$ cat src/sv/utf8_strict_decoder_defines.svh
// Assertion macros used by the strict UTF-8 decoder top level.
`ifndef UTF8_STRICT_DECODER_DEFINES_SVH
`define UTF8_STRICT_DECODER_DEFINES_SVH

`ifndef SYNTHESIS
`define UTF8SD_ASSERT(label, prop, msg) \
   label: assert property (@(posedge clock) disable iff (reset) prop) else $error(msg);
`define UTF8SD_ASSERT_RST(label, prop, msg) \
   label: assert property (@(posedge clock) prop) else $error(msg);
`else
`define UTF8SD_ASSERT(label, prop, msg)
`define UTF8SD_ASSERT_RST(label, prop, msg)
`endif

`endif

$ cat src/sv/utf8sd_pkg.sv
// Types, constants and status codes of the strict UTF-8 decoder.
package utf8sd_pkg;

   localparam int TEXT_BYTES_DEF = 8192;
   localparam int CODE_POINTS_DEF = 8192;

   localparam int CODE_POINT_W = 21;
   localparam int BYTE_END_W = 14;
   localparam int MAX_CHARS_W = 14;
   localparam int LOWER_W = 17;

   localparam logic [MAX_CHARS_W-1:0] MAX_CHARS_RESET = 14'd8192;

   localparam logic [7:0] LEAD2_LO = 8'hC2;
   localparam logic [7:0] LEAD2_HI = 8'hDF;
   localparam logic [7:0] LEAD3_LO = 8'hE0;
   localparam logic [7:0] LEAD3_HI = 8'hEF;
   localparam logic [7:0] LEAD4_LO = 8'hF0;
   localparam logic [7:0] LEAD4_HI = 8'hF4;

   localparam logic [LOWER_W-1:0] BOUND2 = 17'h00080;
   localparam logic [LOWER_W-1:0] BOUND3 = 17'h00800;
   localparam logic [LOWER_W-1:0] BOUND4 = 17'h10000;

   localparam logic [CODE_POINT_W-1:0] CP_MAX = 21'h10FFFF;
   localparam logic [CODE_POINT_W-1:0] SURR_LO = 21'h00D800;
   localparam logic [CODE_POINT_W-1:0] SURR_HI = 21'h00DFFF;

   typedef enum logic [3:0] {
      ST_OK        = 4'd0,
      ST_BAD_LEAD  = 4'd1,
      ST_BAD_CONT  = 4'd2,
      ST_TRUNC     = 4'd3,
      ST_OVERLONG  = 4'd4,
      ST_ABOVE     = 4'd5,
      ST_SURROGATE = 4'd6,
      ST_TOO_MANY  = 4'd7,
      ST_TOO_LONG  = 4'd8
   } status_type;

   // Per-text decoder state whose widths do not depend on parameters.
   typedef struct packed {
      logic [CODE_POINT_W-1:0] partial_value;
      logic [1:0]              bytes_due;
      logic [LOWER_W-1:0]      lower_bound;
      status_type              fault_code;
   } dec_state_type;

   typedef struct packed {
      logic [CODE_POINT_W-1:0] code_point;
      logic [BYTE_END_W-1:0]   byte_end;
      status_type              status;
      logic                    text_done;
   } result_type;

endpackage

$ cat src/sv/utf8_strict_decoder.sv
// Strict UTF-8 decoder top level: request register, decode step, result register.
//
//  Channel   Ports                         Contents
//  request   req_tvalid/tready/tdata/tlast one text byte, tlast marks the last byte
//  result    rsp_tvalid/tready/tdata/...   code point, byte end, status, text done
//  csr       csr_wen, csr_wdata            max_chars register
//
// One byte per cycle sustained while the result is not stalled; a byte waits in
// the request register, and its result, if any, is then registered. The decode
// step is a single pass of logic between the request register and the result
// register, so state carries from byte to byte without a bubble. Reset clears the
// per-text state and sets max_chars to 8192. A stalled result holds the request
// register, and the request side stalls only when both registers are full.
`include "utf8_strict_decoder_defines.svh"

module utf8_strict_decoder #(
   parameter int MAX_TEXT_BYTES = utf8sd_pkg::TEXT_BYTES_DEF,
   parameter int MAX_CODE_POINTS = utf8sd_pkg::CODE_POINTS_DEF
) (
   input  logic                               clock,
   input  logic                               reset,
   input  logic                               req_tvalid,
   output logic                               req_tready,
   input  logic [7:0]                         req_tdata,   // [7:0] text_byte
   input  logic                               req_tlast,   // end_of_text
   output logic                               rsp_tvalid,
   input  logic                               rsp_tready,
   output logic [39:0]                        rsp_tdata,   // [20:0] code_point,
                                                           // [34:21] byte_end, zero pad
   output logic [3:0]                         rsp_tuser,   // [3:0] status
   output logic                               rsp_tlast,   // text_done
   input  logic                               csr_wen,
   input  logic [utf8sd_pkg::MAX_CHARS_W-1:0] csr_wdata    // max_chars
);

   localparam int OFS_W = $clog2(MAX_TEXT_BYTES + 1);
   localparam int CNT_W = $clog2(MAX_CODE_POINTS + 1);

   logic                                  in_valid_ff, in_valid_in;
   logic [7:0]                            in_byte_ff;
   logic                                  in_last_ff;
   utf8sd_pkg::dec_state_type             state_ff, state_in;
   logic [OFS_W-1:0]                      offset_ff, offset_in;
   logic [CNT_W-1:0]                      count_ff, count_in;
   logic [utf8sd_pkg::MAX_CHARS_W-1:0]    max_chars_ff;
   logic                                  rsp_valid_ff, rsp_valid_in;
   utf8sd_pkg::result_type                rsp_ff, step_result;
   logic                                  step_emit;
   logic                                  advance;

   // The request in the input register is decoded once the result slot is free.
   assign advance = in_valid_ff && (!rsp_valid_ff || rsp_tready);
   assign req_tready = !in_valid_ff || advance;
   assign in_valid_in = req_tready ? req_tvalid : in_valid_ff;

   always_comb begin
      if (advance) begin
         rsp_valid_in = step_emit;
      end else if (rsp_tready) begin
         rsp_valid_in = 1'b0;
      end else begin
         rsp_valid_in = rsp_valid_ff;
      end
   end

   utf8sd_step #(
      .MAX_TEXT_BYTES  (MAX_TEXT_BYTES),
      .MAX_CODE_POINTS (MAX_CODE_POINTS),
      .OFS_W           (OFS_W),
      .CNT_W           (CNT_W)
   ) u_step (
      .text_byte   (in_byte_ff),
      .end_of_text (in_last_ff),
      .max_chars   (max_chars_ff),
      .state_cur   (state_ff),
      .offset_cur  (offset_ff),
      .count_cur   (count_ff),
      .state_nxt   (state_in),
      .offset_nxt  (offset_in),
      .count_nxt   (count_in),
      .emit        (step_emit),
      .result      (step_result)
   );

   always_ff @(posedge clock) begin
      if (reset) begin
         in_valid_ff <= 1'b0;
         rsp_valid_ff <= 1'b0;
         state_ff <= '0;
         offset_ff <= '0;
         count_ff <= '0;
         max_chars_ff <= utf8sd_pkg::MAX_CHARS_RESET;
      end else begin
         in_valid_ff <= in_valid_in;
         rsp_valid_ff <= rsp_valid_in;
         if (advance) begin
            state_ff <= state_in;
            offset_ff <= offset_in;
            count_ff <= count_in;
         end
         if (csr_wen) begin
            max_chars_ff <= csr_wdata;
         end
      end
   end

   always_ff @(posedge clock) begin
      if (req_tready) begin
         in_byte_ff <= req_tdata;
         in_last_ff <= req_tlast;
      end
      if (advance && step_emit) begin
         rsp_ff <= step_result;
      end
   end

   assign rsp_tvalid = rsp_valid_ff;
   assign rsp_tdata = {5'b0, rsp_ff.byte_end, rsp_ff.code_point};
   assign rsp_tuser = rsp_ff.status;
   assign rsp_tlast = rsp_ff.text_done;

   `UTF8SD_ASSERT_RST(a_reset_empties, reset |=> !in_valid_ff && !rsp_valid_ff, "pipeline not empty after reset")
   `UTF8SD_ASSERT(a_fault_zero_cp, rsp_valid_ff && rsp_ff.status != utf8sd_pkg::ST_OK |-> rsp_ff.code_point == '0, "faulted result carries a code point")
   `UTF8SD_ASSERT(a_last_clears, advance && in_last_ff |=> offset_ff == '0 && count_ff == '0 && state_ff.fault_code == utf8sd_pkg::ST_OK, "text state not cleared after last byte")
   `UTF8SD_ASSERT(a_last_emits, advance && in_last_ff |=> rsp_valid_ff && rsp_ff.text_done, "last byte gave no closing result")
   `UTF8SD_ASSERT(a_count_bound, count_ff <= CNT_W'(MAX_CODE_POINTS) && offset_ff <= OFS_W'(MAX_TEXT_BYTES), "character or byte count beyond limit")

endmodule

$ cat src/sv/utf8sd_step.sv
// Combinational per-byte decode step: next state and optional result.
module utf8sd_step #(
   parameter int MAX_TEXT_BYTES = utf8sd_pkg::TEXT_BYTES_DEF,
   parameter int MAX_CODE_POINTS = utf8sd_pkg::CODE_POINTS_DEF,
   parameter int OFS_W = $clog2(MAX_TEXT_BYTES + 1),
   parameter int CNT_W = $clog2(MAX_CODE_POINTS + 1)
) (
   input  logic [7:0]                          text_byte,
   input  logic                                end_of_text,
   input  logic [utf8sd_pkg::MAX_CHARS_W-1:0]  max_chars,
   input  utf8sd_pkg::dec_state_type           state_cur,
   input  logic [OFS_W-1:0]                    offset_cur,
   input  logic [CNT_W-1:0]                    count_cur,
   output utf8sd_pkg::dec_state_type           state_nxt,
   output logic [OFS_W-1:0]                    offset_nxt,
   output logic [CNT_W-1:0]                    count_nxt,
   output logic                                emit,
   output utf8sd_pkg::result_type              result
);

   localparam int CMP_W = (CNT_W > utf8sd_pkg::MAX_CHARS_W) ? CNT_W : utf8sd_pkg::MAX_CHARS_W;
   localparam logic [OFS_W-1:0] OFS_LIMIT = OFS_W'(MAX_TEXT_BYTES);
   localparam logic [CNT_W-1:0] CNT_LIMIT = CNT_W'(MAX_CODE_POINTS);

   utf8sd_pkg::status_type                 new_fault;
   logic                                   done_char;
   logic [utf8sd_pkg::CODE_POINT_W-1:0]    value;
   logic [utf8sd_pkg::CODE_POINT_W-1:0]    shifted;

   assign shifted = {state_cur.partial_value[utf8sd_pkg::CODE_POINT_W-7:0], text_byte[5:0]};

   always_comb begin
      state_nxt = state_cur;
      offset_nxt = offset_cur;
      count_nxt = count_cur;
      new_fault = utf8sd_pkg::ST_OK;
      done_char = 1'b0;
      value = '0;
      emit = 1'b0;
      result = '0;

      if (state_cur.fault_code == utf8sd_pkg::ST_OK) begin
         if (offset_cur >= OFS_LIMIT) begin
            new_fault = utf8sd_pkg::ST_TOO_LONG;
         end else begin
            offset_nxt = offset_cur + OFS_W'(1);
            if (state_cur.bytes_due == 2'd0) begin
               // The character limit is checked before the lead is looked at.
               if (CMP_W'(count_cur) >= CMP_W'(max_chars) || count_cur >= CNT_LIMIT) begin
                  new_fault = utf8sd_pkg::ST_TOO_MANY;
               end else if (text_byte[7] == 1'b0) begin
                  value = utf8sd_pkg::CODE_POINT_W'(text_byte);
                  done_char = 1'b1;
               end else if (text_byte inside {[utf8sd_pkg::LEAD2_LO:utf8sd_pkg::LEAD2_HI]}) begin
                  state_nxt.partial_value = utf8sd_pkg::CODE_POINT_W'(text_byte[4:0]);
                  state_nxt.bytes_due = 2'd1;
                  state_nxt.lower_bound = utf8sd_pkg::BOUND2;
               end else if (text_byte inside {[utf8sd_pkg::LEAD3_LO:utf8sd_pkg::LEAD3_HI]}) begin
                  state_nxt.partial_value = utf8sd_pkg::CODE_POINT_W'(text_byte[3:0]);
                  state_nxt.bytes_due = 2'd2;
                  state_nxt.lower_bound = utf8sd_pkg::BOUND3;
               end else if (text_byte inside {[utf8sd_pkg::LEAD4_LO:utf8sd_pkg::LEAD4_HI]}) begin
                  state_nxt.partial_value = utf8sd_pkg::CODE_POINT_W'(text_byte[2:0]);
                  state_nxt.bytes_due = 2'd3;
                  state_nxt.lower_bound = utf8sd_pkg::BOUND4;
               end else begin
                  new_fault = utf8sd_pkg::ST_BAD_LEAD;
               end
            end else if (text_byte[7:6] != 2'b10) begin
               new_fault = utf8sd_pkg::ST_BAD_CONT;
            end else begin
               state_nxt.partial_value = shifted;
               state_nxt.bytes_due = state_cur.bytes_due - 2'd1;
               if (state_cur.bytes_due == 2'd1) begin
                  value = shifted;
                  if (shifted < utf8sd_pkg::CODE_POINT_W'(state_cur.lower_bound)) begin
                     new_fault = utf8sd_pkg::ST_OVERLONG;
                  end else if (shifted > utf8sd_pkg::CP_MAX) begin
                     new_fault = utf8sd_pkg::ST_ABOVE;
                  end else if (shifted >= utf8sd_pkg::SURR_LO &&
                               shifted <= utf8sd_pkg::SURR_HI) begin
                     new_fault = utf8sd_pkg::ST_SURROGATE;
                  end else begin
                     done_char = 1'b1;
                  end
               end
            end
         end

         if (new_fault == utf8sd_pkg::ST_OK && !done_char && end_of_text &&
             state_nxt.bytes_due != 2'd0) begin
            new_fault = utf8sd_pkg::ST_TRUNC;
         end

         if (new_fault != utf8sd_pkg::ST_OK) begin
            state_nxt.fault_code = new_fault;
            emit = 1'b1;
            result.code_point = '0;
            result.byte_end = utf8sd_pkg::BYTE_END_W'(offset_nxt);
            result.status = new_fault;
            result.text_done = end_of_text;
         end else if (done_char) begin
            count_nxt = count_cur + CNT_W'(1);
            state_nxt.partial_value = '0;
            state_nxt.lower_bound = '0;
            emit = 1'b1;
            result.code_point = value;
            result.byte_end = utf8sd_pkg::BYTE_END_W'(offset_nxt);
            result.status = utf8sd_pkg::ST_OK;
            result.text_done = end_of_text;
         end
      end else if (end_of_text) begin
         // Closing result of a text that already faulted.
         emit = 1'b1;
         result.code_point = '0;
         result.byte_end = utf8sd_pkg::BYTE_END_W'(offset_cur);
         result.status = state_cur.fault_code;
         result.text_done = 1'b1;
      end

      if (end_of_text) begin
         state_nxt = '0;
         offset_nxt = '0;
         count_nxt = '0;
      end
   end

endmodule
$ cat config.mk
export PLATFORM = sky130hd
export DESIGN_NAME = utf8_strict_decoder
export DESIGN_NICKNAME = d
export VERILOG_FILES = /design/src/sv/utf8sd_pkg.sv /design/src/sv/utf8_strict_decoder.sv /design/src/sv/utf8sd_step.sv
export VERILOG_INCLUDE_DIRS = /design/src /design/src/sv
export SDC_FILE = /design/constraint.sdc
export NUM_CORES = 1
export LEC_CHECK = 0
export BUFFER_PORTS_ARGS = -buffer_cell sky130_fd_sc_hd__buf_2
export CAP_MARGIN = 25
export CORE_MARGIN = 10
export CORE_UTILIZATION = 25
export CTS_CLUSTER_DIAMETER = 100
export DETAILED_ROUTE_END_ITERATION = 10
export SKIP_LAST_GASP = 1
export SYNTH_ARGS = -nofsm -noshare
export SYNTH_HDL_FRONTEND = slang
export SYNTH_HIERARCHICAL = 1
export SYNTH_SLANG_ARGS = --single-unit
$ cat constraint.sdc
create_clock -name clock -period 4.5 [get_ports clock]
set_input_delay 0.675 -clock clock [delete_from_list [all_inputs] [get_ports clock]]
set_output_delay 0.675 -clock clock [all_outputs]
set_load 0.02 [all_outputs]
==> summary.md <==
| Metric | Value |
|---|---|
| Status | `finished clean` |
| Worst-margin pin slew | `971 ps` |
| Initial Util | `25.5%` |
| FF-to-FF End | `count_ff[5]` |
| Critical path endpoint category | `flip-flop` |
| CTS clk-pin slew, worst paths | `60 ps` |
| Final ANT Viol Nets | `0` |
| Worst R2R Path Depth | `10` |
| Slew headroom | `35.2%` |
| Clock sink total | `131` |
| Worst-skew pair later-pin latency | `430 ps` |
| Die H | `203 µm` |
| TritonRoute pass-1 iters | `5` |
| Layout Skew | `15.6 ps` |
| Vias per cell | `4.69` |
| Vias in the first global route | `6475` |
| Setup-failing EPs final | `0` |
| Place WS | `755 ps` |
| P per Cell Area | `317 nW/µm²` |
| Setup CP Type | `reg2reg` |
| RSZ-0062 raised after global routing | `false` |
| Clk buf depth | `2` |
| Area occupied by multi-input gates | `4660 µm²` |
| Clock root buffer master | `clkbuf_16` |
| Largest net degree at the start of global routing | `149` |
| Rows | `66` |
| CTS tree | `yes` |
| Cells after synthesis | `936` |
| Cell area after layout | `9600 µm²` |
| Detailed Route Iter0 Violations | `478` |
| Post_cts resized | `0` |
| Final HPWL DP | `15700 µm` |
| Worst setup SP type | `flip-flop` |
| TNS Setup | `0 ps` |
| # hold bufs at CTS | `0` |
| Num CTS Buffers | `17` |
| CP max-delay cell | `or3_1` |
| Final max-slew violation count | `0` |
| Total global routing track utilization | `10.7%` |
| CTS H-tree lvls | `4` |
| DR vias | `6770` |
| Max capacitance violation total | `0` |
| Chip width | `203 µm` |
| Critical-path cell list | `inv_1 -> ha_1 -> clkinv_1 -> a2111oi_4 -> o21ai_2 -> or3_1 -> or4_1 -> a21oi_1 -> nand2b_1 -> mux2i_1` |
| Post-Synthesis Cell Area | `8360 µm²` |
| Global route overflow | `0` |
| Die area | `41200 µm²` |
| Worst path required time | `4860 ps` |
| Fmax | `260 MHz` |
| Setup ws final | `657 ps` |
| Final net count | `1050` |
| Final wirelength | `22100 µm` |
| I/O pin cnt | `75` |
| DRC violation count after routing | `0` |
| VDD IR max | `0.253 mV` |
| Tot Pwr | `3.05 mW` |
| Sequential Area | `3110 µm²` |
| Share of cells above drive strength 1 | `13.7%` |
| Gpl congestion | `0.885` |
| DP Area | `9010 µm²` |
| Crit path to | `count_ff[5]` |
| Crit. Startpoint | `state_ff[21]` |
| Minimum clock period | `3840 ps` |
| Maximum fanout along the worst path | `16` |
| FF-to-FF Start | `state_ff[21]` |
| IO buf count | `69` |
| Wire length per cell | `15.3 µm` |
| Initial antenna violation count | `1` |
| Area delta synth->final | `14.8%` |
| Core Area | `32800 µm²` |
| Hold slack | `421 ps` |
| Avg Cell Area, Syn | `8.93 µm²` |
| Final hold vios | `0` |
| WP data arrival | `4200 ps` |
| FF-to-FF setup slack | `660 ps` |
| Hold Path Class | `in2reg` |
| First-pass GRT wire length | `35800 µm` |
| Filler Cell Count | `3466` |
| CP max stage delay | `610 ps` |
| YS warnings | `6` |
| P_leak | `3.45 nW` |
| Period utilization | `85.4%` |
| Post-CTS Setup Bufs | `0` |
[per-stage QoR]
| step | std cells | util (%) |
|---|---|---|
| 6_report | 1442 | 29.3 |
| 5_1_grt | 1441 | 29.3 |
| 4_1_cts | 1441 | 29.3 |
| 3_5_place_dp | 1409 | 27.5 |
| 3_3_place_gp | 1407 | 27.4 |
| 2_1_floorplan | 940 | - |
[routing by layer]
layer  vias to the layer above  global-route usage (%)  part of all wire [%]
met4                         0                    3.14                   1.0
met2                       171                    16.0                    43
met5                         -                       0                     0
met3                        11                    3.22                   6.2
met1                      3192                    14.6                    50
li1                       3396                       -                     -
[flip-flops by register name, indices dropped and copies added, names as in the netlist, 4 cells and up]
register	flops
count_ff	14
offset_ff	14
rsp_tdata	35
rsp_tuser	4
in_byte_ff	8
max_chars_ff	14
state_ff	38
[worst min path at each step]
stage | start | end | slack (ps) | cells past startpoint
floorplan | state_ff[10] | state_ff[10] | 450 | 2
global placement | state_ff[8] | state_ff[8] | 460 | 2
detailed placement | state_ff[5] | state_ff[5] | 470 | 2
CTS | req_tdata[4] | in_byte_ff[4] | 400 | 1
global route | req_tdata[3] | in_byte_ff[3] | 400 | 1
finish | req_tdata[4] | in_byte_ff[4] | 420 | 1
[where the power goes]
part           switching [mW]  internal, mW  total [mW]
registers              0.0245          1.27        1.29
logic                   0.234         0.125       0.359
clock network           0.548         0.848        1.40
[critical path: cells and delay by family (launching register included)]
kind / cells / cell delay, ps
compound gates: 3 / 870
mux: 1 / 120
simple gates: 3 / 1240
flops: 1 / 390
fa+ha+maj: 1 / 540
buf+inv: 2 / 620
[placed cells by master (no fill, tap or decap), types with 4 or more instances in the layout]
| cell type | n |
|---|---|
| buf_2 | 69 |
| clkbuf_16 | 18 |
| nand2b_1 | 135 |
| o21ai_0 | 38 |
| buf_4 | 18 |
| nand2_1 | 65 |
| nand4b_1 | 4 |
| or3_1 | 9 |
| clkinvlp_4 | 4 |
| edfxtp_1 | 49 |
| o221ai_1 | 4 |
| and3_1 | 22 |
| ha_1 | 36 |
| a21oi_1 | 43 |
| nand4_1 | 7 |
| nor3_1 | 14 |
| a21o_1 | 4 |
| inv_1 | 45 |
| xnor2_1 | 9 |
| mux2i_1 | 83 |
| o21a_1 | 9 |
| a22oi_1 | 8 |
| nor4_1 | 9 |
| nand3_1 | 15 |
| o311ai_0 | 4 |
| and2_1 | 7 |
| nor2_1 | 86 |
| o31ai_1 | 5 |
| o211ai_1 | 16 |
| dfxtp_1 | 82 |
| conb_1 | 5 |
| a31oi_1 | 5 |
| nor2b_1 | 4 |
[layout make-up]
cell class,count,area share (%)
diodes,1,0.0261
repair buffers,88,5.21
clock buffers,20,4.77
well taps,442,5.76
inverters,47,1.84
flip-flops and latches,131,32.4
multi-input cells,701,48.6
clock inverters,12,1.38
(Power assumes the default switching activity.)
